$ cat src/rtl/mlo_pkg.sv
// Shared constants, types and helper functions for the mip chain layout calculator.
package mlo_pkg;

    localparam int OFFSET_BITS = 34;
    localparam int MAX_LEVELS  = 14;

    localparam int LVL_W      = 4;
    localparam int DIM_W      = 14;
    localparam int DEPTH_W    = 12;
    localparam int BPE_W      = 5;
    localparam int FACE_W     = 3;
    localparam int SLICE_W    = 11;
    localparam int KIND_W     = 2;
    localparam int CFG_IDX_W  = 3;
    localparam int CFG_DATA_W = 14;
    localparam int MUL_B_W    = 14;

    localparam logic [OFFSET_BITS-1:0] OFS_MAX   = '1;
    localparam logic [LVL_W-1:0]       TOP_LEVEL = LVL_W'(MAX_LEVELS - 1);
    localparam logic [FACE_W-1:0]      CUBE_FACES = FACE_W'(6);

    localparam logic [KIND_W-1:0] KIND_FLAT   = KIND_W'(0);
    localparam logic [KIND_W-1:0] KIND_VOLUME = KIND_W'(1);
    localparam logic [KIND_W-1:0] KIND_CUBE   = KIND_W'(2);

    typedef enum logic [CFG_IDX_W-1:0] {
        REG_BASE_WIDTH,
        REG_BASE_HEIGHT,
        REG_BASE_DEPTH,
        REG_LOD_LIMIT,
        REG_BPE,
        REG_COMPRESSED,
        REG_TARGET_KIND
    } cfg_idx_t;

    typedef struct packed {
        logic [DIM_W-1:0]   base_width;
        logic [DIM_W-1:0]   base_height;
        logic [DEPTH_W-1:0] base_depth;
        logic [LVL_W-1:0]   lod_limit;
        logic [BPE_W-1:0]   bytes_per_element;
        logic               is_compressed;
        logic [KIND_W-1:0]  target_kind;
    } cfg_t;

    typedef struct packed {
        logic [OFFSET_BITS-1:0] byte_offset;
        logic [DIM_W-1:0]       level_width;
        logic [DIM_W-1:0]       level_height;
        logic [DEPTH_W-1:0]     level_depth;
        logic [OFFSET_BITS-1:0] total_size;
        logic                   bad_request;
    } result_t;

    typedef struct packed {
        logic busy;
        logic done;
    } walk_status_t;

    // Size of a mip level: base size (zero read as one) shifted by the level, floor one.
    function automatic logic [DIM_W-1:0] shrink(input logic [DIM_W-1:0] base,
                                                input logic [LVL_W-1:0] lvl);
        logic [DIM_W-1:0] v;
        v = (base == '0) ? DIM_W'(1) : base;
        v = v >> lvl;
        return (v == '0) ? DIM_W'(1) : v;
    endfunction

    // One step down the chain: halve with a floor of one.
    function automatic logic [DIM_W-1:0] halve(input logic [DIM_W-1:0] v);
        return ((v >> 1) == '0) ? DIM_W'(1) : (v >> 1);
    endfunction

    // Row count of a level: compressed levels count blocks of four rows, at least one.
    function automatic logic [DIM_W-1:0] rows_of(input logic [DIM_W-1:0] h,
                                                 input logic comp);
        logic [DIM_W-1:0] r;
        r = h >> 2;
        if (comp)
        begin
            return (r == '0) ? DIM_W'(1) : r;
        end
        return h;
    endfunction

    function automatic logic [OFFSET_BITS-1:0] sat_add(input logic [OFFSET_BITS-1:0] a,
                                                       input logic [OFFSET_BITS-1:0] b);
        logic [OFFSET_BITS:0] s;
        s = {1'b0, a} + {1'b0, b};
        return s[OFFSET_BITS] ? OFS_MAX : s[OFFSET_BITS-1:0];
    endfunction

endpackage

$ cat src/rtl/mipmap_layout_offset_calc.sv
// Top level of the mip chain layout calculator: ports, output register and checks.
//
// This block answers surface queries for a texture whose mip levels are packed back
// to back, level zero first. Program the base width, height and depth, the last
// level, the bytes per element, the compressed flag and the target kind through the
// configuration port while the block is idle; each query item then names a level,
// a face and a slice, and one result item comes back with the byte offset of that
// surface, the sizes of the level, the total buffer size and a flag for a bad
// request. Offsets and sizes saturate at the top of the 34-bit offset range. A
// query occupies the block while it walks every level from zero to the last level
// clamped to 13, all through the single shared multiplier: each level takes three
// multiplications (bytes per element times width, times rows, times faces or
// depth) and one saturating add into the running total, and the requested face or
// slice costs one more multiplication and add at the end. The result then moves
// into the output register. in_stall is high while a query is being worked on; a
// finished result waiting in the output register does not hold off the next
// query, which starts at once and only waits at its end if the previous result
// has still not been taken.
module mipmap_layout_offset_calc
(
    input  logic                            clk,
    input  logic                            rst_n,

    input  logic                            cfg_valid,
    output logic                            cfg_ready,
    input  logic [mlo_pkg::CFG_IDX_W-1:0]   cfg_index,
    input  logic [mlo_pkg::CFG_DATA_W-1:0]  cfg_data,

    input  logic                            in_valid,
    output logic                            in_stall,
    input  logic [mlo_pkg::LVL_W-1:0]       req_level,
    input  logic [mlo_pkg::FACE_W-1:0]      req_face,
    input  logic [mlo_pkg::SLICE_W-1:0]     req_slice,

    output logic                            out_valid,
    input  logic                            out_stall,
    output logic [mlo_pkg::OFFSET_BITS-1:0] byte_offset,
    output logic [mlo_pkg::DIM_W-1:0]       level_width,
    output logic [mlo_pkg::DIM_W-1:0]       level_height,
    output logic [mlo_pkg::DEPTH_W-1:0]     level_depth,
    output logic [mlo_pkg::OFFSET_BITS-1:0] total_size,
    output logic                            bad_request
);
    import mlo_pkg::*;

    cfg_t         cfg;
    walk_status_t walk_status;
    result_t      walk_res;
    result_t      out_reg;
    logic         out_valid_reg, out_valid_next;
    logic         start;
    logic         take;

    mlo_cfg_regs u_cfg
    (
        .clk       (clk),
        .rst_n     (rst_n),
        .cfg_valid (cfg_valid),
        .cfg_ready (cfg_ready),
        .cfg_index (cfg_index),
        .cfg_data  (cfg_data),
        .cfg       (cfg)
    );

    // The walker takes a new query only when it has handed off the previous result.
    assign in_stall = walk_status.busy;
    assign start    = in_valid && !in_stall;

    // A finished result moves into the output register when it is empty or being read.
    assign take = walk_status.done && (!out_valid_reg || !out_stall);

    mlo_walker u_walker
    (
        .clk       (clk),
        .rst_n     (rst_n),
        .cfg       (cfg),
        .start     (start),
        .req_level (req_level),
        .req_face  (req_face),
        .req_slice (req_slice),
        .take      (take),
        .status    (walk_status),
        .res       (walk_res)
    );

    always_comb
    begin
        priority if (take)
        begin
            out_valid_next = 1'b1;
        end
        else if (!out_stall)
        begin
            out_valid_next = 1'b0;
        end
        else
        begin
            out_valid_next = out_valid_reg;
        end
    end

    always_ff @(posedge clk or negedge rst_n)
    begin
        if (!rst_n)
        begin
            out_valid_reg <= 1'b0;
        end
        else
        begin
            out_valid_reg <= out_valid_next;
        end
    end

    always_ff @(posedge clk)
    begin
        if (take)
        begin
            out_reg <= walk_res;
        end
    end

    assign out_valid    = out_valid_reg;
    assign byte_offset  = out_reg.byte_offset;
    assign level_width  = out_reg.level_width;
    assign level_height = out_reg.level_height;
    assign level_depth  = out_reg.level_depth;
    assign total_size   = out_reg.total_size;
    assign bad_request  = out_reg.bad_request;

    // An accepted query must put the walker to work in the next cycle.
    assert property (@(posedge clk) disable iff (!rst_n)
        (in_valid && !in_stall) |=> walk_status.busy)
        else $error("query accepted but walker did not start");

    // A bad request always reports a zero offset.
    assert property (@(posedge clk) disable iff (!rst_n)
        (out_valid && bad_request) |-> (byte_offset == '0))
        else $error("bad request with nonzero offset");

    // A valid surface always lies inside the buffer.
    assert property (@(posedge clk) disable iff (!rst_n)
        (out_valid && !bad_request) |-> (byte_offset <= total_size))
        else $error("surface offset beyond total size");

    // Level sizes never drop below one.
    assert property (@(posedge clk) disable iff (!rst_n)
        out_valid |-> ((level_width != '0) && (level_height != '0) && (level_depth != '0)))
        else $error("zero level size reported");

endmodule

$ cat src/rtl/mlo_cfg_regs.sv
// Configuration register file of the mip chain layout calculator.
module mlo_cfg_regs
(
    input  logic                           clk,
    input  logic                           rst_n,
    input  logic                           cfg_valid,
    output logic                           cfg_ready,
    input  logic [mlo_pkg::CFG_IDX_W-1:0]  cfg_index,
    input  logic [mlo_pkg::CFG_DATA_W-1:0] cfg_data,
    output mlo_pkg::cfg_t                  cfg
);
    import mlo_pkg::*;

    cfg_t cfg_reg;
    cfg_t cfg_next;

    assign cfg_ready = 1'b1;
    assign cfg       = cfg_reg;

    always_comb
    begin
        cfg_next = cfg_reg;
        if (cfg_valid && cfg_ready)
        begin
            unique case (cfg_index)
                REG_BASE_WIDTH:  cfg_next.base_width        = cfg_data[DIM_W-1:0];
                REG_BASE_HEIGHT: cfg_next.base_height       = cfg_data[DIM_W-1:0];
                REG_BASE_DEPTH:  cfg_next.base_depth        = cfg_data[DEPTH_W-1:0];
                REG_LOD_LIMIT:   cfg_next.lod_limit         = cfg_data[LVL_W-1:0];
                REG_BPE:         cfg_next.bytes_per_element = cfg_data[BPE_W-1:0];
                REG_COMPRESSED:  cfg_next.is_compressed     = cfg_data[0];
                REG_TARGET_KIND: cfg_next.target_kind       = cfg_data[KIND_W-1:0];
                default:         cfg_next = cfg_reg;
            endcase
        end
    end

    always_ff @(posedge clk or negedge rst_n)
    begin
        if (!rst_n)
        begin
            cfg_reg.base_width        <= DIM_W'(1);
            cfg_reg.base_height       <= DIM_W'(1);
            cfg_reg.base_depth        <= DEPTH_W'(1);
            cfg_reg.lod_limit         <= '0;
            cfg_reg.bytes_per_element <= BPE_W'(4);
            cfg_reg.is_compressed     <= 1'b0;
            cfg_reg.target_kind       <= KIND_FLAT;
        end
        else
        begin
            cfg_reg <= cfg_next;
        end
    end

endmodule

$ cat src/rtl/mlo_sat_mul.sv
// Shared saturating multiplier with a registered product.
module mlo_sat_mul
(
    input  logic                            clk,
    input  logic                            en,
    input  logic [mlo_pkg::OFFSET_BITS-1:0] a,
    input  logic [mlo_pkg::MUL_B_W-1:0]     b,
    output logic [mlo_pkg::OFFSET_BITS-1:0] p
);
    import mlo_pkg::*;

    logic [OFFSET_BITS+MUL_B_W-1:0] full;
    logic [OFFSET_BITS-1:0]         p_reg;
    logic [OFFSET_BITS-1:0]         p_next;

    assign full   = {{MUL_B_W{1'b0}}, a} * {{OFFSET_BITS{1'b0}}, b};
    // Any bit above the offset width means the product is past the limit.
    assign p_next = (full[OFFSET_BITS+MUL_B_W-1:OFFSET_BITS] != '0) ? OFS_MAX
                                                                     : full[OFFSET_BITS-1:0];
    assign p      = p_reg;

    always_ff @(posedge clk)
    begin
        if (en)
        begin
            p_reg <= p_next;
        end
    end

endmodule

$ cat src/rtl/mlo_walker.sv
// Sequencer that walks the mip chain and drives the shared multiplier.
module mlo_walker
(
    input  logic                        clk,
    input  logic                        rst_n,
    input  mlo_pkg::cfg_t               cfg,
    input  logic                        start,
    input  logic [mlo_pkg::LVL_W-1:0]   req_level,
    input  logic [mlo_pkg::FACE_W-1:0]  req_face,
    input  logic [mlo_pkg::SLICE_W-1:0] req_slice,
    input  logic                        take,
    output mlo_pkg::walk_status_t       status,
    output mlo_pkg::result_t            res
);
    import mlo_pkg::*;

    typedef enum logic [2:0] {
        ST_IDLE,
        ST_MUL_W,
        ST_MUL_R,
        ST_MUL_L,
        ST_ADD,
        ST_STEP,
        ST_OFS,
        ST_FINISH
    } state_t;

    state_t state_reg, state_next;

    logic [LVL_W-1:0]       lvl_cnt_reg, lvl_cnt_next;
    logic [LVL_W-1:0]       top_reg, top_next;
    logic [LVL_W-1:0]       req_lvl_reg, req_lvl_next;
    logic [SLICE_W-1:0]     idx_reg, idx_next;
    logic                   bad_reg, bad_next;
    logic [DIM_W-1:0]       w_reg, w_next;
    logic [DIM_W-1:0]       h_reg, h_next;
    logic [DEPTH_W-1:0]     d_reg, d_next;
    logic [OFFSET_BITS-1:0] total_reg, total_next;
    logic [OFFSET_BITS-1:0] lvl_ofs_reg, lvl_ofs_next;
    logic [OFFSET_BITS-1:0] unit_reg, unit_next;
    logic [OFFSET_BITS-1:0] ofs_reg, ofs_next;
    logic [DIM_W-1:0]       res_w_reg, res_w_next;
    logic [DIM_W-1:0]       res_h_reg, res_h_next;
    logic [DEPTH_W-1:0]     res_d_reg, res_d_next;

    logic                   mul_en;
    logic [OFFSET_BITS-1:0] mul_a;
    logic [MUL_B_W-1:0]     mul_b;
    logic [OFFSET_BITS-1:0] mul_p;

    logic                   is_cube;
    logic                   is_vol;
    logic [LVL_W-1:0]       top_now;
    logic [DEPTH_W-1:0]     req_depth;

    mlo_sat_mul u_mul
    (
        .clk (clk),
        .en  (mul_en),
        .a   (mul_a),
        .b   (mul_b),
        .p   (mul_p)
    );

    assign is_cube   = (cfg.target_kind == KIND_CUBE);
    assign is_vol    = (cfg.target_kind == KIND_VOLUME);
    assign top_now   = (cfg.lod_limit > TOP_LEVEL) ? TOP_LEVEL : cfg.lod_limit;
    assign req_depth = DEPTH_W'(shrink(DIM_W'(cfg.base_depth), req_level));

    always_comb
    begin
        state_next   = state_reg;
        lvl_cnt_next = lvl_cnt_reg;
        top_next     = top_reg;
        req_lvl_next = req_lvl_reg;
        idx_next     = idx_reg;
        bad_next     = bad_reg;
        w_next       = w_reg;
        h_next       = h_reg;
        d_next       = d_reg;
        total_next   = total_reg;
        lvl_ofs_next = lvl_ofs_reg;
        unit_next    = unit_reg;
        ofs_next     = ofs_reg;
        res_w_next   = res_w_reg;
        res_h_next   = res_h_reg;
        res_d_next   = res_d_reg;
        mul_en       = 1'b0;
        mul_a        = mul_p;
        mul_b        = '0;

        unique case (state_reg)
            ST_IDLE:
            begin
                if (start)
                begin
                    top_next     = top_now;
                    lvl_cnt_next = '0;
                    req_lvl_next = req_level;
                    w_next       = shrink(cfg.base_width, '0);
                    h_next       = shrink(cfg.base_height, '0);
                    d_next       = DEPTH_W'(shrink(DIM_W'(cfg.base_depth), '0));
                    total_next   = '0;
                    lvl_ofs_next = '0;
                    unit_next    = '0;
                    res_w_next   = shrink(cfg.base_width, req_level);
                    res_h_next   = shrink(cfg.base_height, req_level);
                    res_d_next   = req_depth;
                    if (is_cube)
                    begin
                        idx_next = SLICE_W'(req_face);
                        bad_next = (req_level > top_now) || (req_face >= CUBE_FACES)
                                   || (req_slice != '0);
                    end
                    else if (is_vol)
                    begin
                        idx_next = req_slice;
                        bad_next = (req_level > top_now) || (req_face != '0)
                                   || (DEPTH_W'(req_slice) >= req_depth);
                    end
                    else
                    begin
                        idx_next = '0;
                        bad_next = (req_level > top_now) || (req_face != '0)
                                   || (req_slice != '0);
                    end
                    state_next = ST_MUL_W;
                end
            end
            ST_MUL_W:
            begin
                // Bytes per element first, so a zero there clears the product early.
                mul_en     = 1'b1;
                mul_a      = OFFSET_BITS'(cfg.bytes_per_element);
                mul_b      = w_reg;
                state_next = ST_MUL_R;
            end
            ST_MUL_R:
            begin
                mul_en     = 1'b1;
                mul_b      = rows_of(h_reg, cfg.is_compressed);
                state_next = ST_MUL_L;
            end
            ST_MUL_L:
            begin
                mul_en = 1'b1;
                mul_b  = is_cube ? MUL_B_W'(CUBE_FACES) : MUL_B_W'(d_reg);
                if (lvl_cnt_reg == req_lvl_reg)
                begin
                    unit_next = mul_p;
                end
                state_next = ST_ADD;
            end
            ST_ADD:
            begin
                total_next = sat_add(total_reg, mul_p);
                if (lvl_cnt_reg == req_lvl_reg)
                begin
                    lvl_ofs_next = total_reg;
                end
                if (lvl_cnt_reg == top_reg)
                begin
                    state_next = ST_STEP;
                end
                else
                begin
                    lvl_cnt_next = lvl_cnt_reg + LVL_W'(1);
                    w_next       = halve(w_reg);
                    h_next       = halve(h_reg);
                    d_next       = DEPTH_W'(halve(DIM_W'(d_reg)));
                    state_next   = ST_MUL_W;
                end
            end
            ST_STEP:
            begin
                mul_en     = 1'b1;
                mul_a      = unit_reg;
                mul_b      = MUL_B_W'(idx_reg);
                state_next = ST_OFS;
            end
            ST_OFS:
            begin
                ofs_next   = bad_reg ? '0 : sat_add(lvl_ofs_reg, mul_p);
                state_next = ST_FINISH;
            end
            ST_FINISH:
            begin
                if (take)
                begin
                    state_next = ST_IDLE;
                end
            end
            default:
            begin
                state_next = ST_IDLE;
            end
        endcase
    end

    always_ff @(posedge clk or negedge rst_n)
    begin
        if (!rst_n)
        begin
            state_reg   <= ST_IDLE;
            lvl_cnt_reg <= '0;
            top_reg     <= '0;
            req_lvl_reg <= '0;
            bad_reg     <= 1'b0;
        end
        else
        begin
            state_reg   <= state_next;
            lvl_cnt_reg <= lvl_cnt_next;
            top_reg     <= top_next;
            req_lvl_reg <= req_lvl_next;
            bad_reg     <= bad_next;
        end
    end

    always_ff @(posedge clk)
    begin
        idx_reg     <= idx_next;
        w_reg       <= w_next;
        h_reg       <= h_next;
        d_reg       <= d_next;
        total_reg   <= total_next;
        lvl_ofs_reg <= lvl_ofs_next;
        unit_reg    <= unit_next;
        ofs_reg     <= ofs_next;
        res_w_reg   <= res_w_next;
        res_h_reg   <= res_h_next;
        res_d_reg   <= res_d_next;
    end

    assign status.busy = (state_reg != ST_IDLE);
    assign status.done = (state_reg == ST_FINISH);

    assign res.byte_offset  = ofs_reg;
    assign res.level_width  = res_w_reg;
    assign res.level_height = res_h_reg;
    assign res.level_depth  = res_d_reg;
    assign res.total_size   = total_reg;
    assign res.bad_request  = bad_reg;

endmodule

$ cat config.mk
export PLATFORM = sky130hd
export DESIGN_NAME = mipmap_layout_offset_calc
export DESIGN_NICKNAME = d
export VERILOG_FILES = /design/src/rtl/mlo_pkg.sv /design/src/rtl/mipmap_layout_offset_calc.sv /design/src/rtl/mlo_cfg_regs.sv /design/src/rtl/mlo_sat_mul.sv /design/src/rtl/mlo_walker.sv
export SDC_FILE = /design/constraint.sdc
export NUM_CORES = 2
export LEC_CHECK = 0
export BUFFER_PORTS_ARGS = -buffer_cell sky130_fd_sc_hd__buf_2
export CAP_MARGIN = 30
export CORE_MARGIN = 2
export CORE_UTILIZATION = 30
export DETAILED_ROUTE_END_ITERATION = 10
export GPL_ROUTABILITY_DRIVEN = 0
export GPL_TIMING_DRIVEN = 1
export SLEW_MARGIN = 40
export SYNTH_ARGS = -nofsm -noshare
export SYNTH_HDL_FRONTEND = slang
export SYNTH_SLANG_ARGS = --single-unit
$ cat constraint.sdc
create_clock -name clk -period 14 [get_ports clk]
set_input_delay 0.7 -clock clk [delete_from_list [all_inputs] [get_ports clk]]
set_output_delay 0.7 -clock clk [all_outputs]
set_load 0.02 [all_outputs]
==> flow_summary.rst <==
.. list-table::
   :header-rows: 1

   * - Metric
     - Value
   * - Outcome
     - finished, final reports clean
   * - Top-area cell type share of the netlist area
     - 0.301
   * - Top cells by area in the synthesized netlist
     - sky130_fd_sc_hd__edfxtp_1, sky130_fd_sc_hd__fa_1, sky130_fd_sc_hd__ha_1, sky130_fd_sc_hd__inv_1, sky130_fd_sc_hd__dfrtp_1
   * - Via density per instance
     - 5.10
   * - Full die area
     - 0.126 mm^2
   * - Iter 0 DRT Violations
     - 2434
   * - Final hold slack
     - 0.109 ns
   * - Routed Antenna Nets
     - 0
   * - Largest register FFs
     - 52
   * - Flip-flop cell with the highest count after synthesis
     - sky130_fd_sc_hd__edfxtp_1
   * - Largest fanout of any net on the critical path
     - 82
   * - Die width
     - 355 um
   * - Number of levels the H-tree was split into
     - 2
   * - Max_cap viols
     - 0
   * - Std-Cell Core Area
     - 0.122 mm^2
   * - Unrepaired setup endpoints after global routing
     - false
   * - Worst R2R Start
     - u_walker.state_reg[2]
   * - CTS buffer count
     - 44
   * - Count of cells along the worst register-to-register path
     - 30
   * - Accumulated negative setup slack
     - 0 ns
   * - First-pass GRT wire length
     - 164000 um
   * - Cts repair resizes
     - 0
   * - Crit path largest cell delay
     - 0.81 ns
   * - Clk_lat worst skew
     - 0.57 ns
   * - Synthesis warning total
     - 0
   * - Unique cell type count in the Yosys netlist
     - 83
   * - Sinks on the clock net
     - 439
   * - Most common cell on crit path
     - sky130_fd_sc_hd__inv_1
   * - Total vias in the final route
     - 27.5k
   * - Clock tree from TritonCTS
     - built
   * - GR Util All Layers
     - 0.167
   * - Average wire per cell in the routed design
     - 19.6 um
   * - Final Setup Violations
     - 0
   * - Post-synthesis sequential element count
     - 439
   * - Transition time at the pin with the least slew margin
     - 0.902 ns
   * - Count of buffering cells on the critical path with inverters included
     - 9
   * - Hold-fix buffers, CTS
     - 0
   * - Router iterations before antenna repair
     - 5
   * - EDFF count, synth
     - 370
   * - DPL Wire Length
     - 83400 um
   * - Critical R2R Capture
     - u_walker.u_mul.p[2]
   * - Net total in the final layout
     - 4343
   * - Largest net degree at the start of global routing
     - 84
   * - Final routed wirelength across all metal layers
     - 105000 um
   * - Fraction of layout cells with a size suffix above 1
     - 0.117
   * - Endpoint class of the critical path
     - flip-flop
   * - DRC violation count after routing
     - 0
   * - Worst hold-check path type
     - primary input to asynchronous set/reset pin
   * - Row cnt
     - 128
   * - Endpoint arrival time on the critical path
     - 10.50 ns
   * - Die height
     - 355 um
   * - IO Pins
     - 152
   * - Vias in the first global route
     - 27.6k
   * - Pins over their slew limit
     - 0
   * - Max clock buf depth
     - 3
   * - Starting utilization of the core area
     - 0.303
   * - Period Utilization, post-route
     - 0.728
   * - Register-to-register setup slack
     - 3.80 ns
   * - Cells after synthesis
     - 3646
   * - GR Overflow Total
     - 0
   * - Total count of hold-check failures in the final report
     - 0
   * - Startpoint Class
     - flip-flop
   * - Most area-hungry cell type in the Yosys netlist
     - sky130_fd_sc_hd__edfxtp_1
   * - Proportion of register bits with asynchronous set or reset after synthesis
     - 0.157
   * - Post-synthesis to final-layout area growth
     - 11.4%
   * - Root Driver
     - sky130_fd_sc_hd__clkbuf_16
   * - Synthesized cell area
     - 0.0370 mm^2
   * - Required time worst endpoint
     - 14.30 ns
   * - Classification of the worst setup path
     - flip-flop to flip-flop
   * - Achievable frequency
     - 98.1 MHz
   * - Cell types with the highest counts after synthesis
     - sky130_fd_sc_hd__inv_1, sky130_fd_sc_hd__nor2_1, sky130_fd_sc_hd__fa_1
   * - Clock-pin transition on the worst setup and hold timing paths
     - 0.06 ns
   * - Most common cell in the synthesized netlist
     - sky130_fd_sc_hd__inv_1
   * - Syn nets
     - 4265
   * - Register area share after synthesis
     - 0.347
   * - Port Buffers
     - 150
   * - Slowest cell on the critical path
     - sky130_fd_sc_hd__and4bb_2
   * - Layout Skew
     - 0.0189 ns
   * - Total placed instance area
     - 0.0397 mm^2
   * - Minimum period implied by the final worst setup slack
     - 10.20 ns
   * - Number of antenna violations at the first check in global routing
     - 2
   * - Post-Syn Area per Cell
     - 10.1 um^2
   * - Area of all placed cells without fillers
     - 0.0412 mm^2
   * - Cell family contributing the most delay on the critical path
     - adder cells
   * - Buffer count from post-CTS setup fixing
     - 0
   * - Max transition margin
     - 0.394
metrics by stage:
stage / std cells / setup WS [ns] / utilization
detailed placement: 5303 / 4.02 / 0.325
CTS: 5383 / 3.95 / 0.337
floorplan: 3646 / 5.41 / -
finish: 5384 / 3.80 / 0.338
global route: 5384 / 3.30 / 0.338
global placement: 5300 / 3.94 / 0.324
how the worst max path moves through the flow:
stage | start | end | slack (ns) | cells past startpoint
finish | u_walker.state_reg[2] | u_walker.u_mul.p[2] | 3.80 | 30
global route | u_walker.state_reg[2] | u_walker.u_mul.p[27] | 3.30 | 30
CTS | u_walker.state_reg[2] | u_walker.u_mul.p[2] | 3.95 | 30
detailed placement | u_walker.state_reg[2] | u_walker.u_mul.p[2] | 4.02 | 30
global placement | u_walker.state_reg[2] | u_walker.u_mul.p[29] | 3.94 | 29
floorplan | u_walker.state_reg[2] | u_walker.u_mul.p[0] | 5.41 | 32
cells in the final DEF, fill, tap and decap left out, types with 52 or more instances in the layout:
cell type	synthesis	final
sky130_fd_sc_hd__a21o_1	63	62
sky130_fd_sc_hd__buf_2	12	149
sky130_fd_sc_hd__mux2_2	100	100
sky130_fd_sc_hd__mux2i_1	54	54
sky130_fd_sc_hd__nand4_1	53	53
sky130_fd_sc_hd__fa_1	383	383
sky130_fd_sc_hd__nor2_1	386	383
sky130_fd_sc_hd__ha_1	196	196
sky130_fd_sc_hd__xnor2_1	54	52
sky130_fd_sc_hd__and3_1	57	57
sky130_fd_sc_hd__and2_1	57	57
sky130_fd_sc_hd__a21oi_1	244	233
sky130_fd_sc_hd__edfxtp_1	370	370
sky130_fd_sc_hd__dfrtp_1	65	63
sky130_fd_sc_hd__nand2_1	363	362
sky130_fd_sc_hd__inv_1	450	449
sky130_fd_sc_hd__o21ai_0	125	120
cell type report:
| type | instances | area, um^2 |
|---|---|---|
| antenna | 1 | 2.50 |
| sequential | 439 | 12800 |
| multi-input combinational | 2594 | 22000 |
| fill | 12425 | 80800 |
| inverter | 452 | 1700 |
| clock inverter | 25 | 310 |
| tap | 1625 | 2030 |
| clock buffer | 55 | 1200 |
| timing repair buffer | 193 | 1110 |
per-layer routing:
metal  global-route usage  vias up  share of wire
li1                     -    12490              -
met1                0.225    13913           0.43
met2                0.275      893           0.47
met3               0.0244      175          0.069
met4               0.0503        0          0.030
met5                    0        -              0
cell families after synthesis:
family	synth area share
other	0.000101
DFF	0.347
adders and majority gates	0.274
muxes	0.0463
xor gates and xnor gates	0.0239
and+or+nand+nor	0.139
buffers and inverters	0.0634
AOI/OAI and AO/OA	0.106
Power is not shown: default switching activity piles up to over one toggle a cycle in this logic, so the estimate is an artifact.
